`src/design/iac_pkg.sv`:
```
// Types and constants of the intrusion alarm controller.
package iac_pkg;

  typedef enum logic [2:0] {
    MODE_DISARMED = 3'd0,
    MODE_EXIT     = 3'd1,
    MODE_ARMED    = 3'd2,
    MODE_ENTRY    = 3'd3,
    MODE_ALARM    = 3'd4
  } mode_e;

  typedef enum logic [2:0] {
    CMD_TICK      = 3'd0,
    CMD_ARM       = 3'd1,
    CMD_DISARM    = 3'd2,
    CMD_INTRUSION = 3'd3,
    CMD_KEY       = 3'd4
  } cmd_e;

  typedef enum logic [1:0] {
    RES_NONE     = 2'd0,
    RES_ACCEPTED = 2'd1,
    RES_REJECTED = 2'd2
  } code_res_e;

  localparam int unsigned CfgDataW = 32;
  localparam int unsigned CfgIdxW  = 2;

  localparam logic [CfgIdxW-1:0] CFG_PASSCODE    = 2'd0;
  localparam logic [CfgIdxW-1:0] CFG_EXIT_DELAY  = 2'd1;
  localparam logic [CfgIdxW-1:0] CFG_ENTRY_DELAY = 2'd2;
  localparam logic [CfgIdxW-1:0] CFG_MAX_TRIES   = 2'd3;

  localparam logic [31:0] PASSCODE_RESET    = 32'h3132_3334;
  localparam logic [7:0]  EXIT_DELAY_RESET  = 8'd25;
  localparam logic [7:0]  ENTRY_DELAY_RESET = 8'd100;
  localparam logic [2:0]  MAX_TRIES_RESET   = 3'd3;

  typedef struct packed {
    logic [2:0] command;
    logic [7:0] key_char;
  } in_item_t;

  typedef struct packed {
    logic [2:0] mode;
    logic       armed_led;
    logic       delay_led;
    logic       siren;
    logic [1:0] code_result;
    logic [2:0] tries_left;
  } out_item_t;

  typedef struct packed {
    logic [31:0] passcode;
    logic [7:0]  exit_delay_ticks;
    logic [7:0]  entry_delay_ticks;
    logic [2:0]  max_tries;
  } cfg_t;

  typedef struct packed {
    mode_e      mode;
    logic       code_pending;
    logic [2:0] try_count;
    logic [7:0] delay_count;
    logic       blink;
  } panel_state_t;

endpackage

```
`src/design/iac_core.sv`:
```
// Next-state and result logic for one event of the alarm panel.
module iac_core #(
  parameter int unsigned CODE_LENGTH = 4,
  parameter int unsigned KeyCntW     = (CODE_LENGTH > 1) ? $clog2(CODE_LENGTH) : 1
) (
  input  iac_pkg::cfg_t                     cfg_i,
  input  iac_pkg::in_item_t                 item_i,
  input  iac_pkg::panel_state_t             state_i,
  input  logic [CODE_LENGTH-1:0][7:0]       keys_i,
  input  logic [KeyCntW-1:0]                key_cnt_i,
  output iac_pkg::panel_state_t             state_o,
  output logic [CODE_LENGTH-1:0][7:0]       keys_o,
  output logic [KeyCntW-1:0]                key_cnt_o,
  output iac_pkg::out_item_t                result_o
);
  import iac_pkg::*;

  localparam int unsigned CodeW = 8 * CODE_LENGTH;

  logic [CodeW-1:0] entered;
  logic [CodeW-1:0] wanted;
  logic [63:0]      passcode_ext;
  logic             code_ok;
  logic             collect;
  logic [8:0]       tick_next;
  logic [7:0]       limit;
  logic [2:0]       try_next;
  code_res_e        res;

  // The last character completes the code, so it stands in the lowest byte.
  always_comb begin
    for (int i = 0; i < CODE_LENGTH; i++) begin
      entered[8*(CODE_LENGTH-1-i) +: 8] = (i == CODE_LENGTH - 1) ? item_i.key_char : keys_i[i];
    end
  end

  assign passcode_ext = {32'd0, cfg_i.passcode};
  assign wanted       = passcode_ext[CodeW-1:0];
  assign code_ok      = (entered == wanted);

  assign limit     = (state_i.mode == MODE_EXIT) ? cfg_i.exit_delay_ticks
                                                 : cfg_i.entry_delay_ticks;
  assign tick_next = {1'b0, state_i.delay_count} + 9'd1;
  assign try_next  = state_i.try_count + 3'd1;
  assign collect   = (state_i.mode == MODE_ENTRY) || (state_i.mode == MODE_ALARM) ||
                     (((state_i.mode == MODE_DISARMED) || (state_i.mode == MODE_ARMED)) &&
                      state_i.code_pending);

  always_comb begin
    state_o   = state_i;
    keys_o    = keys_i;
    key_cnt_o = key_cnt_i;
    res       = RES_NONE;
    unique case (item_i.command)
      CMD_TICK: begin
        if ((state_i.mode == MODE_EXIT) || (state_i.mode == MODE_ENTRY)) begin
          if (tick_next > {1'b0, limit}) begin
            state_o.delay_count = 8'd0;
            state_o.blink       = 1'b1;
            if (state_i.mode == MODE_EXIT) begin
              state_o.mode      = MODE_ARMED;
              state_o.try_count = 3'd0;
            end else begin
              state_o.mode         = MODE_ALARM;
              state_o.code_pending = 1'b0;
              keys_o               = '0;
              key_cnt_o            = '0;
            end
          end else begin
            state_o.delay_count = tick_next[7:0];
            state_o.blink       = ~state_i.blink;
          end
        end
      end
      CMD_ARM: begin
        if (state_i.mode == MODE_DISARMED) begin
          state_o.code_pending = 1'b1;
          keys_o               = '0;
          key_cnt_o            = '0;
        end
      end
      CMD_DISARM: begin
        if ((state_i.mode == MODE_ARMED) && !state_i.code_pending) begin
          state_o.code_pending = 1'b1;
          state_o.try_count    = 3'd0;
          keys_o               = '0;
          key_cnt_o            = '0;
        end
      end
      CMD_INTRUSION: begin
        if ((state_i.mode == MODE_ARMED) && !state_i.code_pending) begin
          state_o.mode        = MODE_ENTRY;
          state_o.delay_count = 8'd0;
          state_o.blink       = 1'b1;
          state_o.try_count   = 3'd0;
          keys_o              = '0;
          key_cnt_o           = '0;
        end
      end
      CMD_KEY: begin
        if (collect) begin
          if (key_cnt_i == KeyCntW'(CODE_LENGTH - 1)) begin
            keys_o    = '0;
            key_cnt_o = '0;
            res       = code_ok ? RES_ACCEPTED : RES_REJECTED;
            if (state_i.mode == MODE_DISARMED) begin
              state_o.code_pending = 1'b0;
              if (code_ok) begin
                state_o.mode        = MODE_EXIT;
                state_o.delay_count = 8'd0;
                state_o.blink       = 1'b1;
                state_o.try_count   = 3'd0;
              end
            end else if (code_ok) begin
              state_o.mode         = MODE_DISARMED;
              state_o.code_pending = 1'b0;
              state_o.try_count    = 3'd0;
              state_o.delay_count  = 8'd0;
              state_o.blink        = 1'b1;
            end else if (state_i.mode != MODE_ALARM) begin
              // The try counter wraps at eight, and a wrap also sounds the alarm.
              state_o.try_count = try_next;
              if ((try_next >= cfg_i.max_tries) || (try_next == 3'd0)) begin
                state_o.mode         = MODE_ALARM;
                state_o.code_pending = 1'b0;
                state_o.delay_count  = 8'd0;
                state_o.blink        = 1'b1;
              end
            end
          end else begin
            keys_o[key_cnt_i] = item_i.key_char;
            key_cnt_o         = key_cnt_i + KeyCntW'(1);
          end
        end
      end
      default: begin
      end
    endcase
  end

  always_comb begin
    result_o.mode        = state_o.mode;
    result_o.armed_led   = (state_o.mode != MODE_DISARMED);
    result_o.delay_led   = state_o.blink;
    result_o.siren       = (state_o.mode == MODE_ALARM);
    result_o.code_result = res;
    result_o.tries_left  = (cfg_i.max_tries > state_o.try_count)
                           ? (cfg_i.max_tries - state_o.try_count) : 3'd0;
  end

endmodule

```
`src/design/intrusion_alarm_controller.sv`:
```
// Top level of the intrusion alarm controller: event register, panel state and result register.
//
//   channel   direction  handshake                  payload
//   in        input      in_valid_i / in_stall_o    in_item_i  (command, key_char)
//   out       output     out_valid_o / out_stall_i  out_item_o (mode, leds, siren, result, tries)
//   cfg       input      cfg_we_i                   cfg_idx_i, cfg_data_i
//
// One event per cycle while the result side is not stalled; an event waits in the event
// register and its result leaves from the result register.
// The rate is set by the single pass of next-state logic between those two registers.
// After reset the panel is disarmed with the default code and delays; no clearing pass.
// A stalled result holds the event register; events are taken again once the result moves.
module intrusion_alarm_controller #(
  parameter int unsigned CODE_LENGTH = 4
) (
  input  logic                             clk_i,
  input  logic                             rst_ni,
  input  logic                             in_valid_i,
  output logic                             in_stall_o,
  input  iac_pkg::in_item_t                in_item_i,
  output logic                             out_valid_o,
  input  logic                             out_stall_i,
  output iac_pkg::out_item_t               out_item_o,
  input  logic                             cfg_we_i,
  input  logic [iac_pkg::CfgIdxW-1:0]      cfg_idx_i,
  input  logic [iac_pkg::CfgDataW-1:0]     cfg_data_i
);
  import iac_pkg::*;

  localparam int unsigned KeyCntW = (CODE_LENGTH > 1) ? $clog2(CODE_LENGTH) : 1;

  cfg_t                        cfg_q;
  logic                        in_valid_q;
  in_item_t                    in_item_q;
  logic                        out_valid_q;
  out_item_t                   out_item_q;
  panel_state_t                state_q, state_d;
  logic [CODE_LENGTH-1:0][7:0] keys_q, keys_d;
  logic [KeyCntW-1:0]          key_cnt_q, key_cnt_d;
  out_item_t                   result_d;
  logic                        advance;
  logic                        in_take;

  // An event moves into the result register whenever that register is free or draining.
  assign advance    = in_valid_q && (!out_valid_q || !out_stall_i);
  assign in_stall_o = in_valid_q && !advance;
  assign in_take    = in_valid_i && !in_stall_o;

  always_ff @(posedge clk_i or negedge rst_ni) begin
    if (!rst_ni) begin
      cfg_q.passcode          <= PASSCODE_RESET;
      cfg_q.exit_delay_ticks  <= EXIT_DELAY_RESET;
      cfg_q.entry_delay_ticks <= ENTRY_DELAY_RESET;
      cfg_q.max_tries         <= MAX_TRIES_RESET;
    end else if (cfg_we_i) begin
      unique case (cfg_idx_i)
        CFG_PASSCODE:    cfg_q.passcode          <= cfg_data_i[31:0];
        CFG_EXIT_DELAY:  cfg_q.exit_delay_ticks  <= cfg_data_i[7:0];
        CFG_ENTRY_DELAY: cfg_q.entry_delay_ticks <= cfg_data_i[7:0];
        CFG_MAX_TRIES:   cfg_q.max_tries         <= cfg_data_i[2:0];
        default: begin
        end
      endcase
    end
  end

  always_ff @(posedge clk_i or negedge rst_ni) begin
    if (!rst_ni) begin
      in_valid_q  <= 1'b0;
      out_valid_q <= 1'b0;
    end else begin
      if (in_take) begin
        in_valid_q <= 1'b1;
      end else if (advance) begin
        in_valid_q <= 1'b0;
      end
      if (advance) begin
        out_valid_q <= 1'b1;
      end else if (!out_stall_i) begin
        out_valid_q <= 1'b0;
      end
    end
  end

  always_ff @(posedge clk_i) begin
    if (in_take) begin
      in_item_q <= in_item_i;
    end
    if (advance) begin
      out_item_q <= result_d;
    end
  end

  always_ff @(posedge clk_i or negedge rst_ni) begin
    if (!rst_ni) begin
      state_q.mode         <= MODE_DISARMED;
      state_q.code_pending <= 1'b0;
      state_q.try_count    <= 3'd0;
      state_q.delay_count  <= 8'd0;
      state_q.blink        <= 1'b1;
      keys_q               <= '0;
      key_cnt_q            <= '0;
    end else if (advance) begin
      state_q   <= state_d;
      keys_q    <= keys_d;
      key_cnt_q <= key_cnt_d;
    end
  end

  iac_core #(
    .CODE_LENGTH (CODE_LENGTH),
    .KeyCntW     (KeyCntW)
  ) u_core (
    .cfg_i     (cfg_q),
    .item_i    (in_item_q),
    .state_i   (state_q),
    .keys_i    (keys_q),
    .key_cnt_i (key_cnt_q),
    .state_o   (state_d),
    .keys_o    (keys_d),
    .key_cnt_o (key_cnt_d),
    .result_o  (result_d)
  );

  assign out_valid_o = out_valid_q;
  assign out_item_o  = out_item_q;

endmodule

```
`config.mk`:
```
export PLATFORM = sky130hd
export DESIGN_NAME = intrusion_alarm_controller
export DESIGN_NICKNAME = d
export VERILOG_FILES = /design/src/design/iac_pkg.sv /design/src/design/iac_core.sv /design/src/design/intrusion_alarm_controller.sv
export SDC_FILE = /design/constraint.sdc
export NUM_CORES = 1
export LEC_CHECK = 0
export ABC_AREA = 1
export BUFFER_PORTS_ARGS = -buffer_cell sky130_fd_sc_hd__buf_4
export CORE_ASPECT_RATIO = 1.25
export CORE_MARGIN = 1
export CORE_UTILIZATION = 61
export CTS_BUF_LIST = sky130_fd_sc_hd__clkbuf_2 sky130_fd_sc_hd__clkbuf_4 sky130_fd_sc_hd__clkbuf_8
export CTS_CLUSTER_DIAMETER = 150
export CTS_CLUSTER_SIZE = 8
export DETAILED_ROUTE_END_ITERATION = 10
export PLACE_DENSITY = 0.86
export RECOVER_POWER = 100
export SLEW_MARGIN = 20
export SYNTH_ARGS = -nofsm -noshare
export SYNTH_HDL_FRONTEND = slang
export SYNTH_SLANG_ARGS = --single-unit
```
`constraint.sdc`:
```
create_clock -name clk_i -period 3.94 [get_ports clk_i]
set_input_delay 1.182 -clock clk_i [delete_from_list [all_inputs] [get_ports clk_i]]
set_output_delay 1.182 -clock clk_i [all_outputs]
set_load 0.03 [all_outputs]
```
Yosys cells after proc, flatten, opt, wreduce, memory -nomap -nowiden

Index checks and enable logic that the tools add are counted.

Bits in registers: 125
Output and inout bits: 13
Word-level logic and storage cells: 147
Input bits: 50

$lt $le $gt $ge: 5
Equal/unequal tests: 30
Reductions and logical operators: 35
$add $sub $neg: 4
Bitwise gates (word level): 1
Muxes and demuxes: 48

Operators by type and width:

| cell                                                                   | count |
|---|---|
| 32-bit two-way mux                                                     | 7 |
| 32-bit case mux with 4 select lines                                    | 1 |
| 16-bit two-way mux                                                     | 6 |
| 32-bit bitwise mux                                                     | 1 |
| 32-bit equality test                                                   | 1 |
| 9-bit case mux with 3 select lines                                     | 1 |
| 12-bit two-way mux                                                     | 2 |
| 9-bit two-way mux                                                      | 2 |
| 2-bit by 1-bit != test with 1-bit output (second input constant)       | 9 |
| 8-bit demux with 2-bit select                                          | 1 |
| 2-bit two-way mux                                                      | 8 |
| 8-bit two-way mux                                                      | 2 |
| 3-bit by 2-bit equality test with 1-bit output (second input constant) | 4 |
| 3-bit two-way mux                                                      | 4 |
| 3-bit case mux with 4 select lines                                     | 1 |
| 11-bit AND reduction                                                   | 1 |
| 8-bit by 1-bit adder with 9-bit output (second input constant)         | 1 |
| 3-bit equality test (second input constant)                            | 3 |
| 9-bit by 8-bit > comparator with 1-bit output                          | 1 |
| 3-bit logical NOT                                                      | 3 |
| 3-bit case mux with 3 select lines                                     | 1 |
| 9-bit AND reduction                                                    | 1 |
| 4-bit two-way mux                                                      | 2 |
| 4-bit by 1-bit != test with 1-bit output (second input constant)       | 2 |
| 30 further kinds                                                       | 58 |

Logic depth before layout (Yosys ltp)

Gate-level depths: netlist of the first run.

Depth in word-level cells: 11
Mapped depth: 25
Depth with buffers taken out: 25

Modules after synthesis

From an unflattened synthesis of the first run, not the netlist that was laid out.

Cells, all modules: 1004
Area, all modules: 7562.3 µm²

Modules (own cells, without submodules):

| module                     | area each (µm²) | cells an instance | sequential area each (µm²) | instances |
|---|---|---|---|---|
| intrusion_alarm_controller | 4777.1          | 474               | 3265.6                     | 1 |
| iac_core                   | 2785.2          | 530               | 0.0                        | 1 |

Worst setup path before layout of the first run

Ideal clock, no wire load.

Kind: register to register
Start point: reg state_q[15] in the netlist's numbering
End point: reg out_item_q (netlist bit out_item_o[2]) (data pin)
Clock period less this slack: 3.327 ns
Arrival time: 3.075 ns
Path buffers: 0
Setup slack: 0.613 ns
Required time: 3.688 ns
Cell stages (with the launch flop): 19
Setup time: 0.252 ns
Path through: dfrtp_1 nor2_4 inv_2 nor2_8 mux2_2 ha_1 nand2_1 nor2_1 nand3_1 nand3_1 nand2_1 nand2_1 nand2_1 o21ai_0 ha_1 fa_1 xnor3_1 inv_1 nor2_1

RTL lines:

| item                   | line                              | source |
|---|---|---|
| from (decl)            | intrusion_alarm_controller.sv:37  | `panel_state_t state_q, state_d;` |
| from (signal assigned) | intrusion_alarm_controller.sv:104 | `state_q <= state_d;` |
| to (signal assigned)   | intrusion_alarm_controller.sv:90  | `out_item_q <= result_d;` |
| to (decl)              | intrusion_alarm_controller.sv:36  | `out_item_t out_item_q;` |

==> run summary, run 1 <==
Overall global routing resource usage: 28.68%
TritonRoute pass-1 iters: 5
Area of the core: 9709 sq um
Part of the cycle the worst path needs: 90.46%
Final hold slack: 0.4847 ns
Area overhead of the layout relative to synthesis: 14.94%
Mapped Nets: 742
FF+latch count, synth: 117
Placement-stage cell area: 6731 sq um
Root buffer cell: clkbuf_8
RSZ-0062 raised after global routing: no
Type of element launching the critical path: register
Area share of the largest cell type after synthesis: 29.80%
Achievable clock frequency: 280.6 MHz
Failing checks: capacitance limit, slew limit
Final number of setup-violating endpoints: 0
Mean cell area of the mapped netlist: 9.137 sq um
Global-route wire length before repair: 23100 um
Min cycle time layout: 3.564 ns
Worst path max stage delay: 0.42 ns
Slowest-stage cell, CP: fa_1
Post-route DRC: 0
Weighted congestion at the end of routability-driven global placement: 0.8883
Top-Level Pins: 63
Power density over cell area: 463.5 nW/um^2
Mean routed wirelength per cell: 15.67 um
Die Footprint: 10460 sq um
Vias in the first global route: 5043
Maximum number of pins on one net before global-route repair: 54
Lkg Pwr: 3.278 nW
Critical Path Sink Type: register
Final Max Tran Viols: 96
Biggest area contributors in the synthesized netlist: dfrtp_1 (30%), edfxtp_1 (11%), dfstp_2 (9.4%)
Net total in the final layout: 819
Layout Cell Area excl Fill: 7047 sq um
Fin util: 72.58%
Number of enable flip-flop cells after synthesis: 22
Post-synthesis cell count: 671
Cell Area, Synth: 6131 sq um
Count of non-filler cells in the finished layout: 887
Setup slack, reg-to-reg: 0.38 ns
Num Clock Sinks: 117
Vias after detailed routing: 4936
Number of buffers between clock root and the deepest sink: 2
Maximum ir drop on the vdd rail: 0.4152 mV
CTS H-tree depth: 4
Final Skew: 0.01155 ns
Run status: finished with violations
Max-capacitance violation count: 2
Ant diodes: 0
Clock buffers created by TritonCTS: 17
First DRT Iteration DRCs: 310
Port buffer count: 62
Worst Tran Pin Value: 2.769 ns
Arrival time worst endpoint: 3.76 ns
Sequential fraction of the synthesis area: 50.00%
Total power draw: 3.266 mW
Post-CTS Hold Fix Bufs: 0
Asr flop ratio synth: 81.20%
Slew margin rel.: -84.63%
WP data required: 4.13 ns
Sum of overflow across all layers after global routing: 0
Estimated wirelength of the detail-placed design: 10210 um
Reg clk slew, reported paths: 0.07 ns
Final Routed Wirelength: 13900 um
Post-route setup slack: 0.3758 ns
CTS tree: yes
Cell count after placement: 852
Die Height: 114.1 um
Synthesis warning total: 0
Horiz. Die Dim: 91.67 um
Worst setup slack after placement: 0.2733 ns
Setup TNS: 0 ns
Hold violation total from the final report: 0
Worst-path fanout max: 4
Via-to-Cell Ratio: 5.565
Antenna violations before repair: 0
Antenna-violating nets left: 0
Number of distinct standard cells referenced by the synthesized netlist: 43
Crit-path cells: ha_1 -> nand2_1 -> nor2_4 -> nand3_1 -> xnor2_1 -> ha_1 -> nand2_1 -> inv_1 -> nand3_1 -> nor2_1 -> nor2_1 -> nand2_1 -> nand3_1 -> nand2_1 -> nand2_1 -> nand2_1 -> o21ai_0 -> ha_1 -> fa_1 -> xnor3_1 -> inv_1 -> nor2_1
Row count: 40
Library cell with the largest summed area after synthesis: dfrtp_1
Crit-path most repeated cell: nand2_1
Startpoint-to-endpoint class of the critical path: register to register
HP Class: register to register
Most common flop cell mapped by yosys: dfrtp_1
Clk_lat worst skew: 0.45 ns
Share of cells above drive strength 1: 20.50%
Initial core utilization: 63.14%
-- what timing repair did --
action / in CTS / in global routing
setup buffers: 0 / 3
setup endpoints to repair: 0 / 1
gates resized for setup: 0 / 3
-- power breakdown --
part / leakage (nW) / switching, mW / internal [mW] / total [mW]
clock: 0.197 / 0.482 / 0.609 / 1.09
combinational: 1.68 / 0.387 / 0.249 / 0.636
sequential: 1.40 / 0.116 / 1.42 / 1.54
total: 3.28 / 0.985 / 2.28 / 3.27
-- path summary, 6_finish.rpt --
kind,startpoint,endpoint,depth (start not counted)
worst max register to register,state_q[1],out_item_o[2],22
max in group asynchronous,rst_ni,cfg_q[48],2
worst min register to register,in_valid_q,out_valid_o,2
worst min-delay path,in_valid_q,out_valid_o,2
worst max-delay path,state_q[1],out_item_o[2],22
min in group asynchronous,rst_ni,cfg_q[17],1
-- placed cells by master (no fill, tap or decap), drive strengths merged, types with 8 or more instances in the layout --
cell,Yosys,final
nand2,155,155
o21ai,86,86
inv,86,86
dfrtp,73,73
nor2,61,61
clkbuf,7,53
buf,4,39
nand3,37,37
xnor2,27,27
edfxtp,22,22
dfstp,22,22
ha,20,20
mux2,19,19
a21oi,12,12
nand4,8,8
-- state kept, by name (all words and copies together) (netlist names) --
register	flops
in_valid_q	1
out_item_o	11
in_item_q	11
cfg_q	51
keys_q	24
key_cnt_q	2
state_q	16
out_valid_o	1
-- layer usage --
metal	part of all wire, %	up-vias	track usage [%]
met3	4.8	47	6.109
met1	39	2348	32.65
met2	52	184	50.28
li1	-	2357	-
met5	0	-	0
met4	4.2	0	15.87
-- synthesized netlist by cell type (12+ instances only) --
| cell | count |
|---|---|
| dfrtp_1 | 73 |
| a21oi_1 | 12 |
| ha_1 | 20 |
| nand2_1 | 149 |
| xnor2_1 | 27 |
| edfxtp_1 | 22 |
| nor2_1 | 51 |
| o21ai_0 | 70 |
| dfstp_2 | 22 |
| nand3_1 | 31 |
| o21ai_1 | 16 |
| mux2_2 | 19 |
| inv_1 | 76 |
-- logic make-up (layout without fill, tap and decap cells) --
logic type	after synthesis	in the layout	share of synthesized area, %
buffers and inverters	97	187	6.326
adder cells (fa/ha/maj)	21	21	4.408
XOR/XNOR	31	31	4.653
AO/OA/AOI/OAI	113	113	9.837
flip-flops	117	117	50.00
AND/OR/NAND/NOR	266	266	20.14
multiplexers	26	26	4.633
-- cell type report --
| cell class | count | area (sq um) |
|---|---|---|
| clock buffers | 23 | 285.3 |
| clock inverters | 9 | 103.9 |
| fillers | 729 | 2663 |
| inverters | 86 | 329.1 |
| multi-input cells | 457 | 2653 |
| flip-flops and latches | 117 | 3067 |
| well taps | 126 | 157.7 |
| repair buffers | 69 | 451.7 |
-- critical path, delay by kind of cell, from the launching register on --
kind / cells / cell delay (ns)
buffers and inverters: 2 / 0.12
AO/OA/AOI/OAI: 1 / 0.12
AND/OR/NAND/NOR: 13 / 1.05
XOR/XNOR: 2 / 0.51
adder cells (fa/ha/maj): 4 / 1.15
flip-flops: 1 / 0.37
Power figures use the tool's default switching activity.
==> inputs of run 2 (changes only) <==
Settings changed: CORE_ASPECT_RATIO 1.25 to 1.75.
==> run 2 against run 1 <==
Against the previous run: critical path depth decreased by 3; the flow now finishes without violations; non-clock buffer count grew 2; register-to-register slack got worse by 0.13 ns; worst hold slack improved by 0.0053 ns; sequential power about the same; sequential cell count unchanged; setup slack worse by 0.13 ns.
==> run summary, run 2 (same netlist as run 1, synthesis figures left out) <==
Worst reg-to-reg path cell count: 19 (-14%)
Total power draw: 3.151 mW (-3.5%)
Worst r2r src: state_q[13]
Die Footprint: 10470 sq um (+0.13%)
TritonRoute pass-1 iters: 6 (+1)
Number of buffer and inverter stages on the critical path: 4 (+2)
Post-route DRC: 0 (unchanged)
Vias in the first global route: 5100 (+1.1%)
Sequential share of power: 48.7% (+1.6 points)
Horiz. Die Dim: 77.79 um (-15%)
RSZ-0062 raised after global routing: no
Share of cells above drive strength 1: 20.45% (-0.054 points)
Switching share of power: 32.86% (+2.7 points)
Post-CTS Hold Fix Bufs: 0 (unchanged)
Min cycle time layout: 3.697 ns (+0.1326 ns)
Antenna-violating nets left: 0 (unchanged)
Lkg Pwr: 3.247 nW (-0.95%)
Internal power of the cells: 2.115 mW (-7.3%)
Clock share of power: 30.9% (-2.5 points)
Global-route wire length before repair: 23790 um (+3.0%)
Flip-flop count of the largest register, all copies and words added: 51 (unchanged)
Critical Path Sink Type: register
Number of buffers between clock root and the deepest sink: 2 (unchanged)
Final number of setup-violating endpoints: 0 (unchanged)
FILL cells: 746 (+2.3%)
First DRT Iteration DRCs: 256 (-17%)
Slew margin rel.: 7.838% (+92 points)
Estimated wirelength of the detail-placed design: 10790 um (+5.7%)
Sum of overflow across all layers after global routing: 0 (unchanged)
Startpoint-to-endpoint class of the critical path: register to register
Area of the core: 9789 sq um (+0.82%)
Reg clk slew, reported paths: 0.08 ns (about the same)
Maximum number of pins on one net before global-route repair: 50 (-7.4%)
CTS H-tree depth: 4 (unchanged)
Ant diodes: 0 (unchanged)
Power density over cell area: 449.1 nW/um^2 (-3.1%)
Maximum ir drop on the vdd rail: 0.3119 mV (-25%)
Startpoint of the most critical setup path: state_q[13]
Part of the cycle the worst path needs: 93.83% (+3.4 points)
Net total in the final layout: 821 (+0.24%)
Top-Level Pins: 63 (unchanged)
Antenna violations before repair: 0 (unchanged)
Port buffer count: 62 (unchanged)
Area overhead of the layout relative to synthesis: 14.43%
Root buffer cell: clkbuf_8
Reg with most FFs: cfg_q
Worst Tran Pin Value: 1.379 ns (-1.391 ns)
Final Routed Wirelength: 14530 um (+4.6%)
CTS tree: yes
Net switching power figure: 1.035 mW (+5.1%)
Biggest registers after layout: cfg_q x51, keys_q x24, state_q x16
Achievable clock frequency: 270.5 MHz (-3.6%)
Run status: finished, final reports clean
Setup slack, reg-to-reg: 0.24 ns (-0.13 ns)
Worst-path fanout max: 22 (+18)
Most common cell after layout, fill and taps aside: nand2_1
Max-capacitance violation count: 0 (-2)
Weighted congestion at the end of routability-driven global placement: 0.9288 (+4.6%)
Row count: 48 (+20%)
HP Class: register to register
Setup TNS: 0 ns (unchanged)
Worst path max stage delay: 0.43 ns (about the same)
Via-to-Cell Ratio: 5.619 (+0.98%)
Dominant delay contributor by cell family on the critical path: simple AND/OR/NAND/NOR gates
Sequential cell area: 3067 sq um (unchanged)
Worst path depth: 19 (-14%)
WP data required: 4.25 ns (+0.12 ns)
Type of element launching the critical path: register
Final Max Tran Viols: 0 (-100%)
Overall global routing resource usage: 29.98% (+1.3 points)
Final Skew: 0.01285 ns (+0.001304 ns)
Mean routed wirelength per cell: 16.36 um (+4.5%)
Arrival time worst endpoint: 4.01 ns (+0.25 ns)
Vias after detailed routing: 4990 (+1.1%)
Num Clock Sinks: 117 (unchanged)
Slowest-stage cell, CP: dfrtp_2
Clk_lat worst skew: 0.45 ns (about the same)
Clock buffers created by TritonCTS: 17 (unchanged)
Destination of the worst register-to-register timing path: keys_q[5]
Part of the total power dissipated in combinational logic: 20.4% (+0.9 points)
Hold violation total from the final report: 0 (unchanged)
Die Height: 134.6 um (+18%)
Crit-path cells: inv_2 -> nor2_4 -> inv_2 -> nor2_8 -> mux2i_1 -> ha_1 -> a21o_1 -> nor2_1 -> nor2_1 -> nor2_1 -> nand2_1 -> nand2_1 -> clkinvlp_2 -> nand2_1 -> nand2_4 -> nand2_2 -> inv_4 -> nand3_2 -> o21ai_0
Commonest cells after routing, fill and taps aside: nand2_1 (151), o21ai_0 (81), inv_1 (76)
Initial core utilization: 62.63% (-0.52 points)
Capture point of the critical path: keys_q[5]
Area of combinational cells with multiple inputs: 2655 sq um (about the same)
## run 2: cell types whose count changed in the layout (fill, tap and decap cells not counted), moves of 2 or more
| cell | before | now |
|---|---|---|
| clkinv_4 | 0 | 3 |
| o21ai_1 | 2 | 5 |
| inv_6 | 0 | 3 |
| clkbuf_1 | 17 | 19 |
| clkbuf_4 | 17 | 13 |
| bufinv_16 | 2 | 0 |
| o21ai_0 | 84 | 81 |
| clkinvlp_4 | 3 | 5 |
## run 2: power groups by stage
stage	sequential, mW	combinational, mW	clock, mW
after floorplan	1.56	0.430	0
after global placement	1.55	0.631	0
after detailed placement	1.56	0.660	0
after CTS	1.53	0.665	0.988
after global routing	1.55	0.718	1.03
final	1.53	0.643	0.973
## run 2: per-stage QoR
step / std cells / setup WS (ns) / instance area [sq um] / utilization [%] / hold WS, ns
after detailed placement: 852 / 0.2548 / 6738 / 68.83 / 0.4746
after CTS: 884 / 0.2284 / 7084 / 72.37 / 0.4935
final: 888 / 0.2433 / 7015 / 71.66 / 0.4900
after global routing: 888 / 0.01425 / 7015 / 71.66 / 0.5155
after floorplan: 671 / 0.6130 / 6131 / - / 0.4340
after global placement: 852 / 0.4040 / 6738 / 68.83 / 0.4474
## run 2: worst min-delay path: stages (launching register included)
cell     delay [ns]
dfrtp_1        0.34
inv_1          0.06
nand2_1        0.06
## run 2: how the worst min path moves through the flow
stage / start / end / slack, ns / depth (start not counted)
after floorplan: in_valid_q / out_valid_o / 0.43 / 2
after global placement: in_valid_q / out_valid_o / 0.45 / 2
after detailed placement: cfg_q[3] / cfg_q[3] / 0.47 / 2
after CTS: cfg_q[3] / cfg_q[3] / 0.49 / 2
after global routing: cfg_q[47] / cfg_q[47] / 0.52 / 2
final: in_valid_q / out_valid_o / 0.49 / 2
## run 2: timing repair
action                     in CTS  in global routing
gates resized for setup         0                  3
setup buffers                   0                  4
setup endpoints to repair       0                  1
## run 2: metal layers
| metal | part of all wire, % | track usage [%] |
|---|---|---|
| met5 | 0 | 0 |
| met4 | 4.6 | 18.24 |
| met3 | 4.9 | 5.473 |
| met2 | 55 | 55.01 |
| met1 | 35 | 31.14 |
## run 2: final cells by class
type / instances / area share, %
Sequential cell: 117 / 43.71
Multi-Input combinational cell: 457 / 37.85
Timing Repair Buffer: 71 / 6.581
Inverter: 86 / 4.691
Clock buffer: 18 / 3.442
Tap cell: 125 / 2.229
Clock inverter: 14 / 1.498
==> inputs of run 3 (changes only) <==
Settings changed: CORE_UTILIZATION 61 to 55, PLACE_DENSITY 0.86 to 0.82.
Clock period 3.94 ns to 3.1 ns, I/O delays scaled along.
==> run 3 against run 2 <==
Against the previous run: the flow now finishes with violations (capacitance limit, slew limit, setup timing); final area is 5.3% higher; global-route usage is 2.0 points lower; final cell count is 2.1% higher; clock power is 41% higher; die area is 11% higher; critical endpoint is now out_item_o[2]; maximum frequency is 10% higher; utilization is 3.0 points lower; count of clock-buffer cells in the layout is 1 higher; highest routed layer unchanged; clock skew hardly changed; worst hold slack worse by 0.016 ns; routed wire length is 4.7% higher; largest power group unchanged; register-to-register slack worse by 0.51 ns.
==> run summary, run 3 (same netlist as run 1, synthesis figures left out) <==
Run status: finished with violations
Failing checks: capacitance limit, slew limit, setup timing
Area overhead of the layout relative to synthesis: 20.49%
Achievable clock frequency: 297.5 MHz (+10%)
Vias in the first global route: 5210 (+2.2%)
RSZ-0062 raised after global routing: yes
Weighted congestion at the end of routability-driven global placement: 0.9365 (+0.83%)
Clock buffers created by TritonCTS: 17 (unchanged)
Initial core utilization: 56.98% (-5.7 points)
Final Routed Wirelength: 15210 um (+4.7%)
Max-capacitance violation count: 1 (+1)
Power density over cell area: 573.5 nW/um^2 (+28%)
Number of buffer and inverter stages on the critical path: 2 (-2)
Post-route setup slack: -0.2618 ns (-0.5051 ns)
Cell count after placement: 866 (+1.6%)
Startpoint-to-endpoint class of the critical path: register to register
Vias after detailed routing: 5103 (+2.3%)
Num Clock Sinks: 117 (unchanged)
Share of cells above drive strength 1: 26.77% (+6.3 points)
Mean routed wirelength per cell: 16.77 um (+2.5%)
Endpoint of the worst hold path: out_valid_o
Via-to-Cell Ratio: 5.626 (+0.12%)
Antenna violations before repair: 0 (unchanged)
Post-CTS Hold Fix Bufs: 0 (unchanged)
HP Class: register to register
Type of element launching the critical path: register
Lkg Pwr: 3.428 nW (+5.6%)
Crit-path cells: ha_2 -> nand2_2 -> nor2_4 -> nand3_2 -> xnor2_2 -> ha_1 -> nand2_2 -> inv_2 -> nand3_2 -> nor2_2 -> nor2_2 -> nand2_2 -> nand3_2 -> nand2_2 -> nand2_2 -> nand2_2 -> o21ai_2 -> ha_2 -> fa_2 -> xnor3_1 -> inv_1 -> nor2_1
Most common cell after layout, fill and taps aside: nand2_1
Destination of the worst register-to-register timing path: out_item_o[2]
Arrival time worst endpoint: 3.56 ns (-0.45 ns)
Worst reg-to-reg path cell count: 22 (+3)
Post-route DRC: 0 (unchanged)
Slowest-stage cell, CP: dfrtp_1
Hold violation total from the final report: 0 (unchanged)
TritonRoute pass-1 iters: 5 (-1)
Final number of setup-violating endpoints: 18 (+18)
Biggest registers after layout: cfg_q x51, keys_q x24, state_q x16
Die Footprint: 11590 sq um (+11%)
Port buffer count: 62 (unchanged)
Final hold slack: 0.4743 ns (-0.01569 ns)
Ant diodes: 0 (unchanged)
Fin util: 68.65% (-3.0 points)
Part of the cycle the worst path needs: 108.4% (+15 points)
Worst Tran Pin Value: 2.029 ns (+0.6501 ns)
Top-Level Pins: 63 (unchanged)
Critical Path Sink Type: register
Number of buffers between clock root and the deepest sink: 2 (unchanged)
Root buffer cell: clkbuf_8
CTS H-tree depth: 4 (unchanged)
Final Skew: 0.01253 ns (-0.0003264 ns)
Global-route wire length before repair: 24180 um (+1.7%)
Flip-flop count of the largest register, all copies and words added: 51 (unchanged)
Horiz. Die Dim: 81.81 um (+5.2%)
Worst r2r src: state_q[1]
Setup slack, reg-to-reg: -0.26 ns (-0.51 ns)
Hold path startpoint: in_valid_q
Overall global routing resource usage: 27.98% (-2.0 points)
Net total in the final layout: 835 (+1.7%)
Setup TNS: -0.9953 ns (-0.9953 ns)
Count of non-filler cells in the finished layout: 907 (+2.1%)
Area of the core: 10760 sq um (+9.9%)
CTS tree: yes
Reg with most FFs: cfg_q
Maximum ir drop on the vdd rail: 0.4882 mV (+57%)
Commonest cells after routing, fill and taps aside: nand2_1 (138), inv_1 (75), dfrtp_1 (73)
Clk_lat worst skew: 0.45 ns (about the same)
Estimated wirelength of the detail-placed design: 10880 um (+0.82%)
Maximum number of pins on one net before global-route repair: 49 (-2.0%)
Worst-path fanout max: 4 (-82%)
Antenna-violating nets left: 0 (unchanged)
Row count: 50 (+4.2%)
Depth of the worst hold-timing path: 2 (unchanged)
Final Max Tran Viols: 47 (+47)
Reg clk slew, reported paths: 0.08 ns (about the same)
Worst path max stage delay: 0.37 ns (-0.06 ns)
Dominant delay contributor by cell family on the critical path: simple AND/OR/NAND/NOR gates
WP data required: 3.30 ns (-0.95 ns)
Min cycle time layout: 3.362 ns (-0.3349 ns)
First DRT Iteration DRCs: 281 (+9.8%)
Crit-path most repeated cell: nand2_2
Die Height: 141.7 um (+5.2%)
Worst path depth: 22 (+3)
Sum of overflow across all layers after global routing: 0 (unchanged)
Slew margin rel.: -35.25% (-43 points)
==> run 3: final cells by class <==
cell class / instances / area [sq um]
Clock buffer: 19 / 249.0
Clock inverter: 13 / 135.1
Fill cell: 825 / 3373
Inverter: 86 / 345.3
Multi-Input combinational cell: 459 / 2875
Sequential cell: 117 / 3065
Tap cell: 130 / 162.7
Timing Repair Buffer: 83 / 554.3
==> run 3: repair_timing <==
item	CTS	global route
resized for setup	15	33
pin swaps	10	17
setup buffers	4	3
endpoints found under the setup margin	6	37
gates cloned	0	2
==> run 3: power by group <==
group / internal [mW] / total, mW / switching [mW]
logic: 0.361 / 0.926 / 0.565
registers: 1.81 / 1.94 / 0.135
clock network: 0.726 / 1.37 / 0.641
total: 2.90 / 4.24 / 1.34
==> run 3: stage by stage <==
stage / setup slack, ns / power, mW / cell area (sq um)
5_1_grt: -0.4817 / 4.438 / 7387
6_report: -0.2618 / 4.237 / 7387
3_3_place_gp: -0.02229 / 2.792 / 6833
2_1_floorplan: 0.01576 / 2.535 / 6140
4_1_cts: -0.09443 / 4.230 / 7320
3_5_place_dp: -0.1933 / 2.850 / 6833
==> run 3: worst reg2reg max path: stages (launching register included) <==
cell and delay [ns]:
dfrtp_1 0.37, ha_2 0.19, nand2_2 0.06, nor2_4 0.17
nand3_2 0.11, xnor2_2 0.16, ha_1 0.33, nand2_2 0.08
inv_2 0.06, nand3_2 0.09, nor2_2 0.13, nor2_2 0.06
nand2_2 0.08, nand3_2 0.09, nand2_2 0.07, nand2_2 0.06
nand2_2 0.07, o21ai_2 0.07, ha_2 0.20, fa_2 0.35
xnor3_1 0.18, inv_1 0.08, nor2_1 0.05
==> run 3: metal layers <==
| layer | up-vias | global-route usage [%] | share of wire (%) |
|---|---|---|---|
| li1 | 2401 | - | - |
| met4 | 0 | 16.44 | 5.5 |
| met3 | 65 | 5.981 | 4.2 |
| met2 | 193 | 48.76 | 55 |
| met1 | 2444 | 30.07 | 35 |
| met5 | - | 0 | 0 |
==> run 3: worst max path at each step <==
stage                      from             to  slack, ns
detailed placement   state_q[1]  out_item_o[2]      -0.19
finish               state_q[1]  out_item_o[2]      -0.26
CTS                  state_q[1]  out_item_o[2]      -0.09
floorplan           state_q[13]  out_item_o[2]       0.02
global placement     state_q[1]  out_item_o[2]      -0.02
global route         state_q[1]  out_item_o[2]      -0.48
